--- src/rtl/cba_seq.sv ---
// Result word stage: registers each formed result onto the output ports.
module cba_seq (
    input  logic        i_clk,
    input  logic        i_rst_n,
    input  logic        i_strobe,
    input  logic [2:0]  i_status,
    input  logic        i_last,
    input  logic        i_rpt_node,
    input  logic        i_rpt_fill,
    input  logic        i_rpt_cnt,
    input  logic [5:0]  i_start_node,
    input  logic [5:0]  i_cur,
    input  logic [9:0]  i_fill,
    input  logic [6:0]  i_count,
    output logic        o_strobe,
    output logic [2:0]  o_status,
    output logic [5:0]  o_node,
    output logic [9:0]  o_byte_count,
    output logic [6:0]  o_node_count,
    output logic        o_last
);
    logic       r_strobe, r_last;
    logic [2:0] r_status;
    logic [5:0] r_node;
    logic [9:0] r_fill;
    logic [6:0] r_count;

    always_ff @(posedge i_clk) begin
        if (!i_rst_n) begin
            r_strobe <= 1'b0;
        end else begin
            r_strobe <= i_strobe;
        end
        r_status <= i_status;
        r_last   <= i_last;
        r_node   <= i_rpt_node ? (i_rpt_fill ? i_cur : i_start_node) : 6'd0;
        r_fill   <= i_rpt_fill ? i_fill : 10'd0;
        r_count  <= i_rpt_cnt ? i_count : 7'd0;
    end

    assign o_strobe     = r_strobe;
    assign o_status     = r_status;
    assign o_node       = r_node;
    assign o_byte_count = r_fill;
    assign o_node_count = r_count;
    assign o_last       = r_last;
endmodule

--- config.mk ---
export PLATFORM = sky130hd
export DESIGN_NAME = cba_seq
export DESIGN_NICKNAME = d
export VERILOG_FILES = /design/src/rtl/cba_seq.sv
export SDC_FILE = /design/constraint.sdc
export NUM_CORES = 1
export LEC_CHECK = 0
export BUFFER_PORTS_ARGS = -buffer_cell sky130_fd_sc_hd__buf_2
export CAP_MARGIN = 30
export CORE_MARGIN = 1
export CORE_UTILIZATION = 36
export CTS_CLUSTER_DIAMETER = 40
export CTS_CLUSTER_SIZE = 12
export DETAILED_ROUTE_END_ITERATION = 8
export PLACE_DENSITY = 0.81
export SLEW_MARGIN = 20
export SYNTH_ARGS = -nofsm -noshare
export SYNTH_HDL_FRONTEND = slang
export SYNTH_SLANG_ARGS = --single-unit
--- constraint.sdc ---
create_clock -name i_clk -period 0.8 [get_ports i_clk]
set_clock_uncertainty 0.15 [all_clocks]
set_input_delay 0 -clock i_clk [delete_from_list [all_inputs] [get_ports i_clk]]
set_output_delay 0 -clock i_clk [all_outputs]
set_load 0.05 [all_outputs]
==> results.sh <==
export IMPL_n_antenna_cell=0
export IMPL_grt_use_total_pct=25.6
export IMPL_cts_setup_buffers=0
export IMPL_vias=855
export IMPL_area_growth_pct=133
export IMPL_synth_cells=60
export IMPL_wl_um=3420
export IMPL_dp_hpwl_um=1270
export IMPL_cp_top_family="flip-flops"
export IMPL_peakVddDrop_uv=1370
export IMPL_via_per_inst=4.45
export IMPL_crit_arrival_ns=0.87
export IMPL_synth_net_count=99
export IMPL_grt_pass1_wl_um=4370
export IMPL_clk_pin_slew_ns=0.15
export IMPL_layout_cells_most_common="buf_2"
export IMPL_critPathRequiredTime_ns=0.65
export IMPL_netlist_area_um2=793
export IMPL_avgSynthCellArea_um2=13.2
export IMPL_rows=16
export IMPL_ant_nets=0
export IMPL_numCtsBuffers=3
export IMPL_design_area_mm2=0.00185
export IMPL_critPathCaptureType="output port"
export IMPL_worst_path_buf_inv=1
export IMPL_max_stage_delay_ns=0.38
export IMPL_setup_slack_ns=-0.217
export IMPL_stdcell_count=192
export IMPL_final_max_slew_violation_count=0
export IMPL_final_cell_mix="buf_2 (37), dlygate4sd3_1 (36), dfxtp_2 (28)"
export IMPL_crit_type="flip-flop to output port"
export IMPL_clockBufferDepth=2
export IMPL_chipHeight_um=48.9
export IMPL_drtPass1Iterations=4
export IMPL_violations="negative hold slack, negative setup slack"
export IMPL_max_cap_viol_count=0
export IMPL_drc_errors=0
export IMPL_nets=205
export IMPL_slowest_stage="dfxtp_2"
export IMPL_period_minus_slack_ns=1.02
export IMPL_crit_chain="buf_6"
export IMPL_cp_start_kind="flip-flop"
export IMPL_drive_above_1_share_pct=59.4
export IMPL_globalRouteOverflowTotal=0
export IMPL_hold_path_class="primary input to flip-flop"
export IMPL_fillers=71
export IMPL_yosysUniqueCellTypes=5
export IMPL_worstMarginPinSlew_ns=0.189
export IMPL_yosysWarnings=0
export IMPL_numPortBuffers=66
export IMPL_place_congestion=0.702
export IMPL_die_x_um=48.9
export IMPL_outcome="finished with violations"
export IMPL_initial_core_util_pct=39.2
export IMPL_dp_cells=152
export IMPL_grt_pass1_vias=835
export IMPL_cts_tree="done"
export IMPL_h_tree_depth=1
export IMPL_ys_seq_area_share_pct=70.7
export IMPL_core_area_mm2=0.00202
export IMPL_ys_seq_elements=28
export IMPL_fin_setup_tns_ns=-5.48
export IMPL_finalHoldViolations=5
export IMPL_regArea_um2=596
export IMPL_drt_iter0_drc=12
export IMPL_antenna_found_initial=0
export IMPL_fmax_mhz=983
export IMPL_hold_buffers=37
export IMPL_dpl_cell_area_mm2=0.00114
export IMPL_multi_input_area_um2=210
export IMPL_maxSlewHeadroom_pct=87.1
export IMPL_cp_max_fo=1
export IMPL_rsz0062_at_grt="true"
export IMPL_die_area_mm2=0.00240
export IMPL_holdWs_ns=-0.0753
export IMPL_cellLeakagePower_nw=0.873
export IMPL_ios=67
export IMPL_grt_max_degree=17
export IMPL_power_per_cell_area_mw_per_mm2=1800
export IMPL_root_buffer="clkbuf_4"
export IMPL_wire_per_inst_um=17.8
export IMPL_setup_viol=29
export IMPL_cts_sinks=28
export IMPL_fin_crit_sh_pct=127
[flip-flops by register name (all words and copies together), names as in the netlist]
| register | flops |
|---|---|
| o_byte_count | 10 |
| o_last | 1 |
| o_node | 6 |
| o_node_count | 7 |
| o_status | 3 |
| o_strobe | 1 |
[final timing paths]
| check | depth (start not counted) | slack, ns | endpoint | from |
|---|---|---|---|---|
| min | 3 | -0.08 | o_node[0] | i_rpt_fill |
| max | 1 | -0.22 | o_node_count[4] | o_node_count[4] |
[kinds of logic (layout without fill, tap and decap cells)]
kind of cell           count (synthesis)  in the layout  synth area share [%]
buffers and inverters                  2            107                  2.84
and+or+nand+nor                       24             24                  18.9
muxes                                  6              6                  7.57
DFF                                   28             28                  70.7
[metrics by stage]
step / setup slack, ns / power (mW) / util [%]
after floorplan: 0.0627 / 1.88 / -
after global placement: 0.0657 / 2.04 / 56.5
after detailed placement: 0.0485 / 2.05 / 56.5
after CTS: -0.183 / 3.21 / 88.9
after global routing: -0.253 / 3.44 / 91.4
final: -0.217 / 3.33 / 91.4
[per-layer routing]
metal  wire length (um)  GRT usage [%]
met4                121           8.82
met3                252           7.48
met2               1650           44.2
met5                  0              0
met1               1390           30.0
[area by class of cell]
cell class / count / area share [%]
Timing Repair Buffer: 103 / 51.7
Sequential cell: 28 / 32.2
Multi-Input combinational cell: 30 / 11.4
Tap cell: 27 / 1.83
Clock inverter: 1 / 1.62
Clock buffer: 3 / 1.22
[synth_stat cells]
master   count  area [um2]
nor2b_1      6        37.5
dfxtp_1     28         561
mux2i_1      6        60.1
buf_6        2        22.5
and2_1      18         113
[what timing repair did]
action,4_1_cts,5_1_grt
pin swaps,0,0
resized for setup,90,15
hold endpoints to repair,28,6
endpoints found under the setup margin,28,30
[where the power goes]
part | internal, mW | total, mW | leakage, nW | switching (mW)
clock network | 0.507 | 0.936 | 0.0279 | 0.429
logic | 0.420 | 0.849 | 0.605 | 0.429
registers | 1.49 | 1.55 | 0.240 | 0.0575
Power figures use the tool's default switching activity.
