[config.mk]
export PLATFORM = sky130hd
export DESIGN_NAME = cba_ctrl
export DESIGN_NICKNAME = d
export VERILOG_FILES = /design/src/rtl/cba_pkg.sv /design/src/rtl/cba_ctrl.sv
export SDC_FILE = /design/constraint.sdc
export NUM_CORES = 1
export LEC_CHECK = 0
export BUFFER_PORTS_ARGS = -buffer_cell sky130_fd_sc_hd__buf_2
export CORE_MARGIN = 5
export CORE_UTILIZATION = 30
export CTS_BUF_LIST = sky130_fd_sc_hd__clkbuf_8
export CTS_CLUSTER_DIAMETER = 120
export DETAILED_ROUTE_END_ITERATION = 10
export GPL_ROUTABILITY_DRIVEN = 0
export PLACE_DENSITY_LB_ADDON = 0.05
export SYNTH_ARGS = -nofsm -noshare
export SYNTH_HDL_FRONTEND = slang
export SYNTH_SLANG_ARGS = --single-unit
[constraint.sdc]
create_clock -name i_clk -period 2.15 [get_ports i_clk]
set_clock_uncertainty 0.15 [all_clocks]
set_input_delay 0.43 -clock i_clk [delete_from_list [all_inputs] [get_ports i_clk]]
set_output_delay 0.43 -clock i_clk [all_outputs]
set_load 0.02 [all_outputs]
[src/rtl/cba_pkg.sv]
// Shared codes and types for the chained block allocator.
package cba_pkg;

    localparam int NODES       = 64;
    localparam int BLOCK_BYTES = 512;
    localparam int NAME_BYTES  = 8;

    localparam logic [1:0] OP_CREATE = 2'd0;
    localparam logic [1:0] OP_REMOVE = 2'd1;
    localparam logic [1:0] OP_READ   = 2'd2;
    localparam logic [1:0] OP_UNUSED = 2'd3;

    localparam logic [2:0] ST_OK        = 3'd0;
    localparam logic [2:0] ST_EMPTY     = 3'd1;
    localparam logic [2:0] ST_EXISTS    = 3'd2;
    localparam logic [2:0] ST_NO_SPACE  = 3'd3;
    localparam logic [2:0] ST_NOT_FOUND = 3'd4;

    localparam logic [6:0] END_LINK = 7'd127;

    // Controller to datapath commands
    typedef struct packed {
        logic load;       // capture input word, clear counters
        logic scan_clr;   // reset scan index
        logic scan_step;  // advance scan index
        logic cnt_free;   // count a free node at the scan index
        logic set_start;  // capture scan index as chain start
        logic alloc;      // write node at scan index as next chain block
        logic link_prev;  // write link of previous block to scan index
        logic end_prev;   // terminate chain at previous block
        logic walk_load;  // set walk cursor to start
        logic walk_step;  // free/report node at cursor, follow link
        logic rd_issue;   // issue memory read at cursor
    } t_cmd;

    // Datapath to controller status
    typedef struct packed {
        logic name_empty;
        logic scan_done;   // scan index reached effective limit
        logic match;       // node at scan index is the start of the name
        logic is_free;     // node at scan index is free
        logic enough;      // free count reached need
        logic need_done;   // all needed blocks written
        logic cur_valid;   // walk cursor below limit and step budget left
        logic next_end;    // link read ends chain or step budget is spent
    } t_sts;

endpackage

[src/rtl/cba_ctrl.sv]
// Sequencing state machine for the chained block allocator.
module cba_ctrl (
    input  logic           i_clk,
    input  logic           i_rst_n,
    input  logic           i_start,
    input  logic [1:0]     i_operation,
    input  logic [1:0]     i_op,
    input  cba_pkg::t_sts  i_sts,
    output cba_pkg::t_cmd  o_cmd,
    output logic           o_busy,
    output logic           o_strobe,
    output logic [2:0]     o_status,
    output logic           o_last,
    output logic           o_rpt_node,
    output logic           o_rpt_fill,
    output logic           o_rpt_cnt
);
    import cba_pkg::*;

    localparam logic [3:0] S_IDLE    = 4'd0;
    localparam logic [3:0] S_CHECK   = 4'd1;
    localparam logic [3:0] S_FIND_R  = 4'd2;  // memory read in flight
    localparam logic [3:0] S_FIND    = 4'd3;
    localparam logic [3:0] S_COUNT   = 4'd4;
    localparam logic [3:0] S_ALLOC   = 4'd5;
    localparam logic [3:0] S_W_RD    = 4'd6;
    localparam logic [3:0] S_W_WAIT  = 4'd7;
    localparam logic [3:0] S_W_STEP  = 4'd8;
    localparam logic [3:0] S_FINISH  = 4'd9;
    localparam logic [3:0] S_ALLOC_R = 4'd10;

    logic [3:0] r_state, n_state;
    logic       r_found, n_found;

    always_ff @(posedge i_clk) begin
        if (!i_rst_n) begin
            r_state <= S_IDLE;
            r_found <= 1'b0;
        end else begin
            r_state <= n_state;
            r_found <= n_found;
        end
    end

    always_comb begin
        n_state    = r_state;
        n_found    = r_found;
        o_cmd      = '0;
        o_strobe   = 1'b0;
        o_status   = ST_OK;
        o_last     = 1'b1;
        o_rpt_node = 1'b0;
        o_rpt_fill = 1'b0;
        o_rpt_cnt  = 1'b0;
        case (r_state)
            S_IDLE: begin
                if (i_start && i_operation != OP_UNUSED) begin
                    o_cmd.load     = 1'b1;
                    o_cmd.scan_clr = 1'b1;
                    n_found        = 1'b0;
                    n_state        = S_CHECK;
                end
            end
            S_CHECK: begin
                if (i_sts.name_empty) begin
                    o_strobe = 1'b1;
                    o_status = (i_op == OP_CREATE) ? ST_EMPTY : ST_NOT_FOUND;
                    n_state  = S_IDLE;
                end else begin
                    n_state = S_FIND_R;
                end
            end
            S_FIND_R: begin
                n_state = S_FIND;
            end
            S_FIND: begin
                // nodes at or above the limit never match
                if (i_sts.scan_done) begin
                    n_state = S_FINISH;
                end else if (i_sts.match) begin
                    o_cmd.set_start = 1'b1;
                    n_found = 1'b1;
                    n_state = S_FINISH;
                end else begin
                    o_cmd.scan_step = 1'b1;
                    n_state = S_FIND_R;
                end
            end
            S_FINISH: begin
                o_cmd.scan_clr = 1'b1;
                if (i_op == OP_CREATE) begin
                    if (r_found) begin
                        o_strobe = 1'b1;
                        o_status = ST_EXISTS;
                        n_state  = S_IDLE;
                    end else begin
                        n_state = S_COUNT;
                    end
                end else if (!r_found) begin
                    o_strobe = 1'b1;
                    o_status = ST_NOT_FOUND;
                    n_state  = S_IDLE;
                end else begin
                    o_cmd.walk_load = 1'b1;
                    n_state = S_W_RD;
                end
            end
            S_COUNT: begin
                if (i_sts.enough) begin
                    o_cmd.scan_clr = 1'b1;
                    n_found = 1'b0;
                    n_state = S_ALLOC;
                end else if (i_sts.scan_done) begin
                    o_strobe = 1'b1;
                    o_status = ST_NO_SPACE;
                    n_state  = S_IDLE;
                end else begin
                    o_cmd.cnt_free  = i_sts.is_free;
                    o_cmd.scan_step = 1'b1;
                end
            end
            S_ALLOC: begin
                if (i_sts.need_done) begin
                    o_cmd.end_prev = 1'b1;
                    o_strobe   = 1'b1;
                    o_rpt_node = 1'b1;
                    o_rpt_cnt  = 1'b1;
                    n_state    = S_IDLE;
                end else begin
                    if (i_sts.is_free) begin
                        o_cmd.alloc     = 1'b1;
                        o_cmd.set_start = !r_found;
                        o_cmd.link_prev = r_found;
                        n_found         = 1'b1;
                    end
                    o_cmd.scan_step = 1'b1;
                    n_state = S_ALLOC_R;
                end
            end
            S_ALLOC_R: begin
                n_state = S_ALLOC;
            end
            S_W_RD: begin
                if (i_sts.cur_valid) begin
                    o_cmd.rd_issue = 1'b1;
                    n_state = S_W_WAIT;
                end else begin
                    // remove: summary word after the walk ends
                    o_strobe   = (i_op == OP_REMOVE);
                    o_rpt_node = 1'b1;
                    o_rpt_cnt  = 1'b1;
                    n_state    = S_IDLE;
                end
            end
            S_W_WAIT: begin
                n_state = S_W_STEP;
            end
            S_W_STEP: begin
                if (i_op == OP_READ) begin
                    o_strobe   = 1'b1;
                    o_rpt_node = 1'b1;
                    o_rpt_fill = 1'b1;
                    o_last     = i_sts.next_end;
                    if (i_sts.next_end) begin
                        n_state = S_IDLE;
                    end else begin
                        n_state = S_W_RD;
                    end
                end else begin
                    n_state = S_W_RD;
                end
                o_cmd.walk_step = 1'b1;
            end
            default: begin
                n_state = S_IDLE;
            end
        endcase
    end

    assign o_busy = (r_state != S_IDLE);
endmodule

==> load_flow_metrics.sql, run 1 <==
INSERT INTO impl_metrics (metric_group, metric, value, unit) VALUES
('hold_path', 'whs_endpoint', 'r_state[3]$_SDFFE_PN0P_', ''),
('hold_path', 'timing.hold.worst.start', 'i_rst_n', ''),
('placed_design', 'dpl_cells', '179', ''),
('setup_path', 'cp_max_fanout', '3', ''),
('flow_run', 'max_cap_viol_count', '0', ''),
('setup_path', 'cp-start-kind', 'register', ''),
('grt', 'grt_overflow_total', '0', ''),
('synth', 'async_flop_share', '0', '%'),
('synth', 'synth_edf_count', '0', ''),
('pwr', 'switching_share', '34.2', '%'),
('timing', 'report.final.setup_viol', '3', ''),
('grt', 'track_usage', '15.8', '%'),
('drt', 'viasPerCell', '5.11', ''),
('setup_path', 'timing_worst_setup_path_type', 'register to output pin', ''),
('timing', 'worst_slew_margin_rel', '72.9', '%'),
('pwr', 'power.density', '403', 'nW/um^2'),
('timing', 'worst_path_setup_slack_after_routing', '-0.101', 'ns'),
('drt', 'routed_wirelength', '2580', 'um'),
('hold_path', 'number_of_cells_on_the_worst_hold_path', '3', ''),
('pwr', 'total_switching_power', '173', 'uW'),
('setup_path', 'worst_r2r_startpoint', 'r_state[1]$_SDFFE_PN0P_', ''),
('clocking', 'insertion_delay', '0.22', 'ns'),
('clocking', 'path_clk_slew', '0.04', 'ns'),
('synth', 'syn-mean-instance-area', '7.19', 'um^2'),
('clocking', 'cts.htree.levels', '1', ''),
('setup_path', 'worst-r2r-cell-count', '4', ''),
('drt', 'drc', '0', ''),
('setup_path', 'crit-reg2reg-capture', 'r_state[2]$_SDFFE_PN0P_', ''),
('grt', 'grt_pass1_wl', '4310', 'um'),
('die', 'floorplan.rows', '17', ''),
('timing', 'setup_repair_after_global_routing_missed_its_margin', 'yes', ''),
('timing', 'final_period_minus_worst_setup_slack', '2.25', 'ns'),
('die', 'design.core.area', '2210', 'um^2'),
('grt', 'largest_net_degree_at_the_start_of_global_routing', '15', ''),
('die', 'initial_core_util', '31.2', '%'),
('timing', 'final-max-slew-violation-count', '0', ''),
('timing', 'finalHoldViolCount', '0', ''),
('clocking', 'tritoncts_num_sinks', '5', ''),
('clocking', 'cts_root_buf', 'clkbuf_8', ''),
('synth', 'synth_seq_cells', '5', ''),
('cells_and_area', 'drive_above_1_share', '56.5', '%'),
('die', 'die-height', '58.0', 'um'),
('synth', 'yosysUniqueCellTypes', '45', ''),
('run_status', 'violations', 'negative setup slack', ''),
('placed_design', 'hpwl', '2090', 'um'),
('pwr', 'max-vdd-ir-drop', '0.000426', 'V'),
('clocking', 'tritoncts', 'done', ''),
('pwr', 'proportion_of_power_drawn_by_the_clock_network', '33.2', '%'),
('drt', 'routedWlPerCell', '13.7', 'um'),
('pwr', 'cell_internal_pwr', '333', 'uW'),
('grt', 'initial_antenna_violation_count', '0', ''),
('synth', 'synth-main-ff-cell', 'dfxtp_1', ''),
('setup_path', 'required_worst_endpoint', '1.57', 'ns'),
('drt', 'detail_route.first_pass.iterations', '4', ''),
('grt', 'first_global_vias', '958', ''),
('pwr', 'total_power', '507', 'uW'),
('die', 'die_area', '3360', 'um^2'),
('cells_and_area', 'finalNonFillerCells', '189', ''),
('clocking', 'clock_path_buffers', '2', ''),
('drt', 'ant_nets', '0', ''),
('placed_design', 'number_of_port_buffers', '34', ''),
('run_status', 'run_status', 'complete, but fails checks', ''),
('synth', 'syn_inst', '96', ''),
('timing', 'worst_pin_slew', '0.404', 'ns'),
('setup_path', 'worstSetupEndpointType', 'output pin', ''),
('setup_path', 'worst-endpoint-arrival', '1.67', 'ns'),
('die', 'top_level_ports', '35', ''),
('synth', 'syn-cell-area', '691', 'um^2'),
('pwr', 'comb_power_share', '44.3', '%'),
('pwr', 'static-leakage-power', '0.000639', 'uW'),
('synth', 'sequential_area_share_after_synthesis', '14.5', '%'),
('hold_path', 'hold_class', 'input port to register', ''),
('cells_and_area', 'filler_cell_count', '232', ''),
('synth', 'synth_nets', '113', ''),
('cells_and_area', 'area.growth.synth_to_final', '82.1', '%'),
('timing', 'clock.fmax', '444', 'MHz'),
('cells_and_area', 'design.final.nets', '179', ''),
('drt', 'number_of_drc_violations_after_detailed_routing_iteration_0', '18', ''),
('setup_path', 'rrSetupSlack', '0.34', 'ns'),
('clocking', 'cts-buffers-inserted', '3', ''),
('synth', 'ys_warn_count', '0', ''),
('cells_and_area', 'antennaDiodeCount', '0', ''),
('pwr', 'p_seq_share', '22.5', '%'),
('timing', 'fin_crit_sh', '105', '%'),
('die', 'die_width', '58.0', 'um'),
('drt', 'detailroute.via_count', '966', '');
-- how the worst max path moves through the flow --
| stage | depth (start not counted) | startpoint | end | slack [ns] |
|---|---|---|---|---|
| 2_1_floorplan | 6 | i_op[1] | o_strobe | 0.04 |
| 3_3_place_gp | 8 | i_op[1] | o_strobe | -0.14 |
| 3_5_place_dp | 8 | i_op[1] | o_strobe | -0.15 |
| 4_1_cts | 5 | r_state[1]$_SDFFE_PN0P_ | o_strobe | -0.11 |
| 5_1_grt | 5 | r_state[3]$_SDFFE_PN0P_ | o_strobe | -0.14 |
| 6_report | 5 | r_state[2]$_SDFFE_PN0P_ | o_strobe | -0.10 |
-- power by group through the flow --
stage | clock network, uW | registers [uW] | logic [uW]
3_5_place_dp | 0 | 114 | 211
6_report | 168 | 114 | 224
3_3_place_gp | 0 | 115 | 211
4_1_cts | 173 | 114 | 221
5_1_grt | 180 | 115 | 248
2_1_floorplan | 0 | 109 | 117
-- area by class of cell --
class,count,area (um^2),share of cell area [%]
clock inverter,1,3.75,0.299
timing repair buffer,66,443,35.2
clock buffer,3,41.3,3.28
multi-input combinational,81,601,47.8
sequential,5,115,9.15
inverter,5,18.8,1.49
tap,28,35.0,2.79
-- state kept, by name, indices dropped and copies added, names as in the netlist --
register  cells
r_found       1
r_state       4
-- stage by stage --
step	utilization, %	worst slack [ns]	setup TNS [ns]	hold WS [ns]	area [um^2]
after global placement	48.7	-0.135	-0.316	0.407	1080
after detailed placement	48.7	-0.152	-0.306	0.402	1080
after global routing	56.8	-0.137	-0.472	0.327	1260
final	56.8	-0.101	-0.178	0.325	1260
after floorplan	-	0.0416	0	0.360	698
after CTS	54.6	-0.111	-0.245	0.319	1210
-- metal layers --
| metal | share of wire (%) | vias up | GRT usage (%) |
|---|---|---|---|
| li1 | - | 490 | - |
| met1 | 47 | 448 | 21.8 |
| met2 | 48 | 28 | 26.1 |
| met3 | 4.6 | 0 | 2.23 |
| met4 | 0 | 0 | 2.98 |
| met5 | 0 | - | 0 |
-- critical path, stage by stage (launching register included) --
cell     delay [ns]
dfxtp_4        0.37
nor2_2         0.04
and3_4         0.17
a32o_2         0.25
or4_4          0.48
buf_6          0.15
-- cell families after synthesis --
family	after synthesis	share of synthesized area [%]
AO/OA/AOI/OAI	25	27.9
adder cells (fa/ha/maj)	2	3.62
buffers and inverters	10	5.80
flip-flops	5	14.5
multiplexers	2	3.08
AND/OR/NAND/NOR	52	45.1
-- cells in the final DEF (no fill, tap or decap), drive strengths merged, types with 2 or more instances in the layout --
master,instances
buf,66
and2,3
a211oi,4
nand2b,7
and4,2
o21ai,3
dfxtp,5
a32o,3
inv,6
a21bo,2
nor2b,6
nor2,7
a21oi,4
ha,2
nor3b,2
clkbuf,3
and3,3
nand2,10
-- Yosys cell counts, types with 3 or more instances --
cell type / number / area, um^2
nand2b_1: 7 / 43.8
inv_1: 4 / 15.0
dfxtp_1: 5 / 100
o21ai_1: 3 / 15.0
nor2b_1: 6 / 37.5
nor2_1: 6 / 22.5
a21oi_1: 4 / 20.0
a211oi_1: 4 / 30.0
nand2_1: 10 / 37.5
clkbuf_1: 3 / 11.3
and2_1: 3 / 18.8
-- repair_timing --
action	in CTS	in global routing
pin swaps	4	4
hold buffers	0	0
cloned	0	0
setup buffers	5	1
endpoints found under the setup margin	7	7
resized for setup	16	12
Note: power is estimated with default switching activity, not from simulation.
==> inputs of run 2 (changes only) <==
--- a/config.mk
+++ b/config.mk
@@ -7,7 +7,7 @@
 export LEC_CHECK = 0
 export BUFFER_PORTS_ARGS = -buffer_cell sky130_fd_sc_hd__buf_2
 export CORE_MARGIN = 5
-export CORE_UTILIZATION = 30
+export CORE_UTILIZATION = 29
 export CTS_BUF_LIST = sky130_fd_sc_hd__clkbuf_8
 export CTS_CLUSTER_DIAMETER = 120
 export DETAILED_ROUTE_END_ITERATION = 10
==> constraint.sdc (replaced) <==
create_clock -name i_clk -period 2.15 [get_ports i_clk]
set_clock_uncertainty 0.15 [all_clocks]
set_input_delay 0.1075 -clock i_clk [delete_from_list [all_inputs] [get_ports i_clk]]
set_output_delay 0.1075 -clock i_clk [all_outputs]
set_load 0.02 [all_outputs]
==> load_flow_metrics.sql, run 2 (same netlist as run 1, synthesis figures left out) <==
INSERT INTO impl_metrics (metric_group, metric, value, unit) VALUES
('run_status', 'run_status', 'finished clean', ''),
('cells_and_area', 'finalNonFillerCells', '165', ''),
('setup_path', 'timing.critical_path.cells', 'buf_4 > and2b_1 > and3_1 > or4_1 > buf_2', ''),
('setup_path', 'worstSetupEndpointType', 'output pin', ''),
('clocking', 'path_clk_slew', '0.03', 'ns'),
('clocking', 'clock_path_buffers', '2', ''),
('grt', 'grt_pass1_wl', '3750', 'um'),
('flow_run', 'max_cap_viol_count', '0', ''),
('setup_path', 'timing.critical_path.max_delay_family', 'simple AND/OR/NAND/NOR gates', ''),
('pwr', 'max-vdd-ir-drop', '0.000445', 'V'),
('die', 'die-height', '58.8', 'um'),
('drt', 'number_of_drc_violations_after_detailed_routing_iteration_0', '16', ''),
('cells_and_area', 'drive_above_1_share', '39.4', '%'),
('grt', 'largest_net_degree_at_the_start_of_global_routing', '16', ''),
('timing', 'fin_crit_sh', '95.7', '%'),
('timing', 'final-max-slew-violation-count', '0', ''),
('hold_path', 'hold_class', 'input port to register', ''),
('placed_design', 'dpl_cells', '160', ''),
('setup_path', 'cp-startpoint', 'r_state[2]$_SDFFE_PN0P_', ''),
('drt', 'detail_route.first_pass.iterations', '4', ''),
('setup_path', 'timing.critical_path.slowest_cell_delay', '0.50', 'ns'),
('drt', 'drc', '0', ''),
('drt', 'routedWlPerCell', '14.2', 'um'),
('grt', 'grt_overflow_total', '0', ''),
('setup_path', 'worst-r2r-cell-count', '3', ''),
('drt', 'viasPerCell', '5.41', ''),
('die', 'design.core.area', '2230', 'um^2'),
('clocking', 'insertion_delay', '0.22', 'ns'),
('clocking', 'cts.htree.levels', '1', ''),
('setup_path', 'timing_worst_setup_path_type', 'register to output pin', ''),
('cells_and_area', 'design.final.nets', '155', ''),
('cells_and_area', 'layout_commonest_cell', 'buf_2', ''),
('drt', 'ant_nets', '0', ''),
('cells_and_area', 'largest_reg_flops', '4', ''),
('pwr', 'total_power', '468', 'uW'),
('timing', 'worst_pin_slew', '0.409', 'ns'),
('die', 'die_area', '3460', 'um^2'),
('cells_and_area', 'final_cell_area', '992', 'um^2'),
('grt', 'first_global_vias', '793', ''),
('clocking', 'tritoncts_num_sinks', '5', ''),
('cells_and_area', 'most-common-layout-cells', 'buf_2, nand2_1, nand2b_1, buf_4', ''),
('setup_path', 'worst-endpoint-arrival', '1.80', 'ns'),
('drt', 'routed_wirelength', '2350', 'um'),
('pwr', 'static-leakage-power', '0.000511', 'uW'),
('cells_and_area', 'antennaDiodeCount', '0', ''),
('timing', 'report.final.setup_viol', '0', ''),
('setup_path', 'crit_path_end', 'o_strobe', ''),
('die', 'top_level_ports', '35', ''),
('setup_path', 'cp.buffers_inverters', '2', ''),
('setup_path', 'required_worst_endpoint', '1.89', 'ns'),
('setup_path', 'crit_cells', '5', ''),
('setup_path', 'cp-start-kind', 'register', ''),
('setup_path', 'crit-reg2reg-capture', 'r_state[2]$_SDFFE_PN0P_', ''),
('die', 'die_width', '58.8', 'um'),
('placed_design', 'number_of_port_buffers', '34', ''),
('timing', 'worst_path_setup_slack_after_routing', '0.0927', 'ns'),
('timing', 'tns', '0', 'ns'),
('clocking', 'tritoncts', 'done', ''),
('die', 'floorplan.rows', '17', ''),
('clocking', 'cts_root_buf', 'clkbuf_8', ''),
('grt', 'track_usage', '14.1', '%'),
('drt', 'detailroute.via_count', '893', ''),
('placed_design', 'place_ws', '0.210', 'ns'),
('timing', 'finalHoldViolCount', '0', ''),
('grt', 'initial_antenna_violation_count', '0', ''),
('timing', 'final_period_minus_worst_setup_slack', '2.06', 'ns'),
('timing', 'clock.fmax', '486', 'MHz'),
('cells_and_area', 'area.growth.synth_to_final', '43.7', '%'),
('pwr', 'power.density', '472', 'nW/um^2'),
('die', 'initial_core_util', '30.9', '%'),
('setup_path', 'worst_r2r_startpoint', 'r_state[1]$_SDFFE_PN0P_', ''),
('placed_design', 'post_dp_cell_area', '927', 'um^2'),
('setup_path', 'critPathSlowestCell', 'or4_1', ''),
('setup_path', 'rrSetupSlack', '0.47', 'ns'),
('placed_design', 'hpwl', '1900', 'um'),
('cells_and_area', 'reg_top3', 'r_state x4, r_found x1', ''),
('timing', 'setup_repair_after_global_routing_missed_its_margin', 'no', ''),
('setup_path', 'cp_max_fanout', '14', ''),
('timing', 'worst_slew_margin_rel', '72.6', '%'),
('clocking', 'cts-buffers-inserted', '3', ''),
('cells_and_area', 'largest-register', 'r_state', '');
run 2: changes by cell type in the layout (fill, tap and decap cells not counted), moves of 3 or more:
cell | previous run | this run
buf_2 | 30 | 34
dfxtp_2 | 0 | 3
buf_6 | 6 | 0
buf_4 | 30 | 7
dfxtp_4 | 4 | 0
run 2: what timing repair did:
| action | CTS | global route |
|---|---|---|
| endpoints found under the setup margin | 1 | 3 |
| hold endpoints to repair | 1 | 0 |
| hold buffers | 1 | 0 |
| gates resized for setup | 1 | 3 |
| buffers inserted | 0 | 0 |
| pin swaps | 0 | 0 |
run 2: power by group:
group | switching (uW) | total (uW) | leakage [uW] | internal (uW)
registers | 20.3 | 123 | 0.0000421 | 103
logic | 95.8 | 173 | 0.000442 | 76.9
clock network | 50.0 | 173 | 0.0000269 | 123
run 2: area by class of cell:
class | instances | area [um^2]
Fill cell | 238 | 1240
Multi-Input combinational cell | 81 | 557
Timing Repair Buffer | 42 | 233
Sequential cell | 5 | 104
Clock buffer | 3 | 41.3
Tap cell | 28 | 35.0
Inverter | 5 | 18.8
Clock inverter | 1 | 3.75
run 2: worst reg2reg max path, cell delays in order, from the launching register on:
cell and delay [ns]:
dfxtp_2 0.40, mux2_1 0.33, a32o_1 0.27, o41a_1 0.41
run 2: routing by layer:
metal	global-route usage, %	vias to the layer above	part of all wire, %
met5	0	-	0
met4	4.85	0	1.3
met3	3.29	4	8.2
met2	22.4	33	47
met1	18.4	407	43
li1	-	449	-
run 2: per-stage QoR:
stage | hold slack (ns) | utilization, %
after global placement | 0.229 | 41.5
after CTS | 0.0835 | 44.0
after global routing | 0.112 | 44.4
final | 0.0785 | 44.4
after floorplan | 0.0736 | -
after detailed placement | 0.226 | 41.5
run 2: worst min path at each step:
stage	slack, ns	depth (start not counted)	end	startpoint
2_1_floorplan	0.07	2	r_state[3]$_SDFFE_PN0P_	i_rst_n
3_3_place_gp	0.23	3	r_state[3]$_SDFFE_PN0P_	i_rst_n
3_5_place_dp	0.23	3	r_state[3]$_SDFFE_PN0P_	i_rst_n
4_1_cts	0.08	3	r_state[3]$_SDFFE_PN0P_	i_sts[5]
5_1_grt	0.11	3	r_state[3]$_SDFFE_PN0P_	i_sts[5]
6_report	0.08	3	r_state[3]$_SDFFE_PN0P_	i_sts[2]
==> inputs of run 3 (changes only) <==
--- a/config.mk
+++ b/config.mk
@@ -5,7 +5,7 @@
 export SDC_FILE = /design/constraint.sdc
 export NUM_CORES = 1
 export LEC_CHECK = 0
-export BUFFER_PORTS_ARGS = -buffer_cell sky130_fd_sc_hd__buf_2
+export BUFFER_PORTS_ARGS = -buffer_cell sky130_fd_sc_hd__clkbuf_2
 export CORE_MARGIN = 5
 export CORE_UTILIZATION = 29
 export CTS_BUF_LIST = sky130_fd_sc_hd__clkbuf_8
==> load_flow_metrics.sql, run 3 (same netlist as run 1, synthesis figures left out) <==
INSERT INTO impl_metrics (metric_group, metric, value, unit) VALUES
('cells_and_area', 'layout_commonest_cell', 'clkbuf_2', ''),
('die', 'die-height', '58.8', 'um'),
('setup_path', 'timing.critical_path.slowest_cell_delay', '0.46', 'ns'),
('setup_path', 'required_worst_endpoint', '1.89', 'ns'),
('cells_and_area', 'multiInputGateArea', '559', 'um^2'),
('cells_and_area', 'drive_above_1_share', '40.9', '%'),
('die', 'die_width', '58.8', 'um'),
('die', 'design.core.area', '2230', 'um^2'),
('setup_path', 'cp.buffers_inverters', '1', ''),
('grt', 'grt_overflow_total', '0', ''),
('placed_design', 'number_of_port_buffers', '34', ''),
('die', 'floorplan.rows', '17', ''),
('clocking', 'cts_root_buf', 'clkbuf_8', ''),
('placed_design', 'hpwl', '1960', 'um'),
('timing', 'setup_repair_after_global_routing_missed_its_margin', 'no', ''),
('timing', 'report.final.setup_viol', '0', ''),
('die', 'die_area', '3460', 'um^2'),
('timing', 'finalHoldViolCount', '0', ''),
('die', 'initial_core_util', '30.9', '%'),
('clocking', 'tritoncts_num_sinks', '5', ''),
('cells_and_area', 'reg_top3', 'r_state x4, r_found x1', ''),
('clocking', 'cts-buffers-inserted', '3', ''),
('cells_and_area', 'most-common-layout-cells', 'clkbuf_2, nand2_1, nand2b_1, buf_4, nor2b_1', ''),
('grt', 'initial_antenna_violation_count', '0', ''),
('cells_and_area', 'largest_reg_flops', '4', ''),
('pwr', 'static-leakage-power', '0.000501', 'uW'),
('drt', 'drc', '0', ''),
('cells_and_area', 'design.final.nets', '155', ''),
('setup_path', 'timing.critical_path.cells', 'nor2_2 > and3_4 > a32o_2 > or4_1 > clkbuf_2', ''),
('grt', 'largest_net_degree_at_the_start_of_global_routing', '17', ''),
('pwr', 'power.density', '469', 'nW/um^2'),
('drt', 'routedWlPerCell', '14.3', 'um'),
('drt', 'detailroute.via_count', '873', ''),
('grt', 'track_usage', '13.5', '%'),
('timing', 'clock.fmax', '491', 'MHz'),
('setup_path', 'worstSetupEndpointType', 'output pin', ''),
('setup_path', 'cp-start-kind', 'register', ''),
('drt', 'ant_nets', '0', ''),
('timing', 'worst_slew_margin_rel', '67.4', '%'),
('clocking', 'tritoncts', 'done', ''),
('clocking', 'clock_path_buffers', '2', ''),
('cells_and_area', 'area.growth.synth_to_final', '44.2', '%'),
('pwr', 'max-vdd-ir-drop', '0.000453', 'V'),
('die', 'top_level_ports', '35', ''),
('cells_and_area', 'antennaDiodeCount', '0', ''),
('cells_and_area', 'area.sequential', '105', 'um^2'),
('clocking', 'insertion_delay', '0.22', 'ns'),
('setup_path', 'worst-endpoint-arrival', '1.78', 'ns'),
('placed_design', 'place_ws', '0.191', 'ns'),
('timing', 'worst_path_setup_slack_after_routing', '0.112', 'ns'),
('timing', 'tns', '0', 'ns'),
('timing', 'final-max-slew-violation-count', '0', ''),
('run_status', 'run_status', 'finished clean', ''),
('clocking', 'cts.htree.levels', '1', ''),
('hold_path', 'hold_class', 'input port to register', ''),
('cells_and_area', 'largest-register', 'r_state', ''),
('grt', 'first_global_vias', '800', ''),
('timing', 'worst_pin_slew', '0.487', 'ns'),
('flow_run', 'max_cap_viol_count', '0', ''),
('cells_and_area', 'filler_cell_count', '249', ''),
('timing', 'final_period_minus_worst_setup_slack', '2.04', 'ns'),
('setup_path', 'cp_max_fanout', '9', ''),
('drt', 'number_of_drc_violations_after_detailed_routing_iteration_0', '33', ''),
('setup_path', 'critPathSlowestCell', 'or4_1', ''),
('drt', 'viasPerCell', '5.29', ''),
('grt', 'grt_pass1_wl', '3630', 'um'),
('drt', 'detail_route.first_pass.iterations', '4', ''),
('drt', 'routed_wirelength', '2360', 'um'),
('setup_path', 'timing_worst_setup_path_type', 'register to output pin', ''),
('clocking', 'post_cts_buffers', '0', ''),
('setup_path', 'timing.critical_path.max_delay_family', 'simple AND/OR/NAND/NOR gates', ''),
('timing', 'fin_crit_sh', '94.8', '%'),
('clocking', 'path_clk_slew', '0.04', 'ns');
[run 3: metrics by stage]
| stage | power (uW) | std cells | cell area [um^2] | hold WS (ns) | utilization, % |
|---|---|---|---|---|---|
| after global placement | 296 | 160 | 927 | 0.219 | 41.5 |
| after floorplan | 224 | 96 | 691 | 0.0736 | - |
| after detailed placement | 294 | 160 | 927 | 0.218 | 41.5 |
| after CTS | 466 | 165 | 990 | 0.0933 | 44.3 |
| final | 467 | 165 | 996 | 0.103 | 44.6 |
| after global routing | 495 | 165 | 996 | 0.127 | 44.6 |
[run 3: final timing paths]
check                                          endpoint  slack [ns]  depth (start not counted)                    start
worst max-delay path                           o_strobe        0.11                          5  r_state[1]$_SDFFE_PN0P_
worst min-delay path            r_state[3]$_SDFFE_PN0P_        0.10                          3                 i_sts[5]
worst max register to register  r_state[2]$_SDFFE_PN0P_        0.44                          3  r_state[1]$_SDFFE_PN0P_
worst min register to register  r_state[3]$_SDFFE_PN0P_        0.40                          2  r_state[1]$_SDFFE_PN0P_
[run 3: layout make-up]
class	instances	share of cell area (%)
Multi-Input combinational cell	81	56.2
Tap cell	28	3.52
Clock inverter	1	0.377
Inverter	5	1.88
Timing Repair Buffer	42	23.4
Clock buffer	3	4.15
Sequential cell	5	10.6
[run 3: power breakdown]
group	leakage, uW	switching [uW]	internal (uW)
Sequential	0.0000426	22.5	103
Combinational	0.000431	95.7	77.0
Clock	0.0000269	46.5	122
Total	0.000501	165	302
[run 3: worst register-to-register path, cell delays in order, from the launching register on]
cell	delay [ns]
dfxtp_2	0.42
mux2_1	0.34
a32o_1	0.28
o41a_1	0.40
[run 3: layer usage]
layer  track usage, %  part of all wire, %
met1             16.9                   47
met2             22.6                   45
met3             3.07                  7.0
met4             4.85                  1.1
met5                0                    0
[run 3: what timing repair did]
item | CTS | global route
endpoints found under the setup margin | 2 | 1
hold buffers | 1 | 0
endpoints found under the hold margin | 1 | 0
resized for setup | 2 | 4
pin swaps | 0 | 0
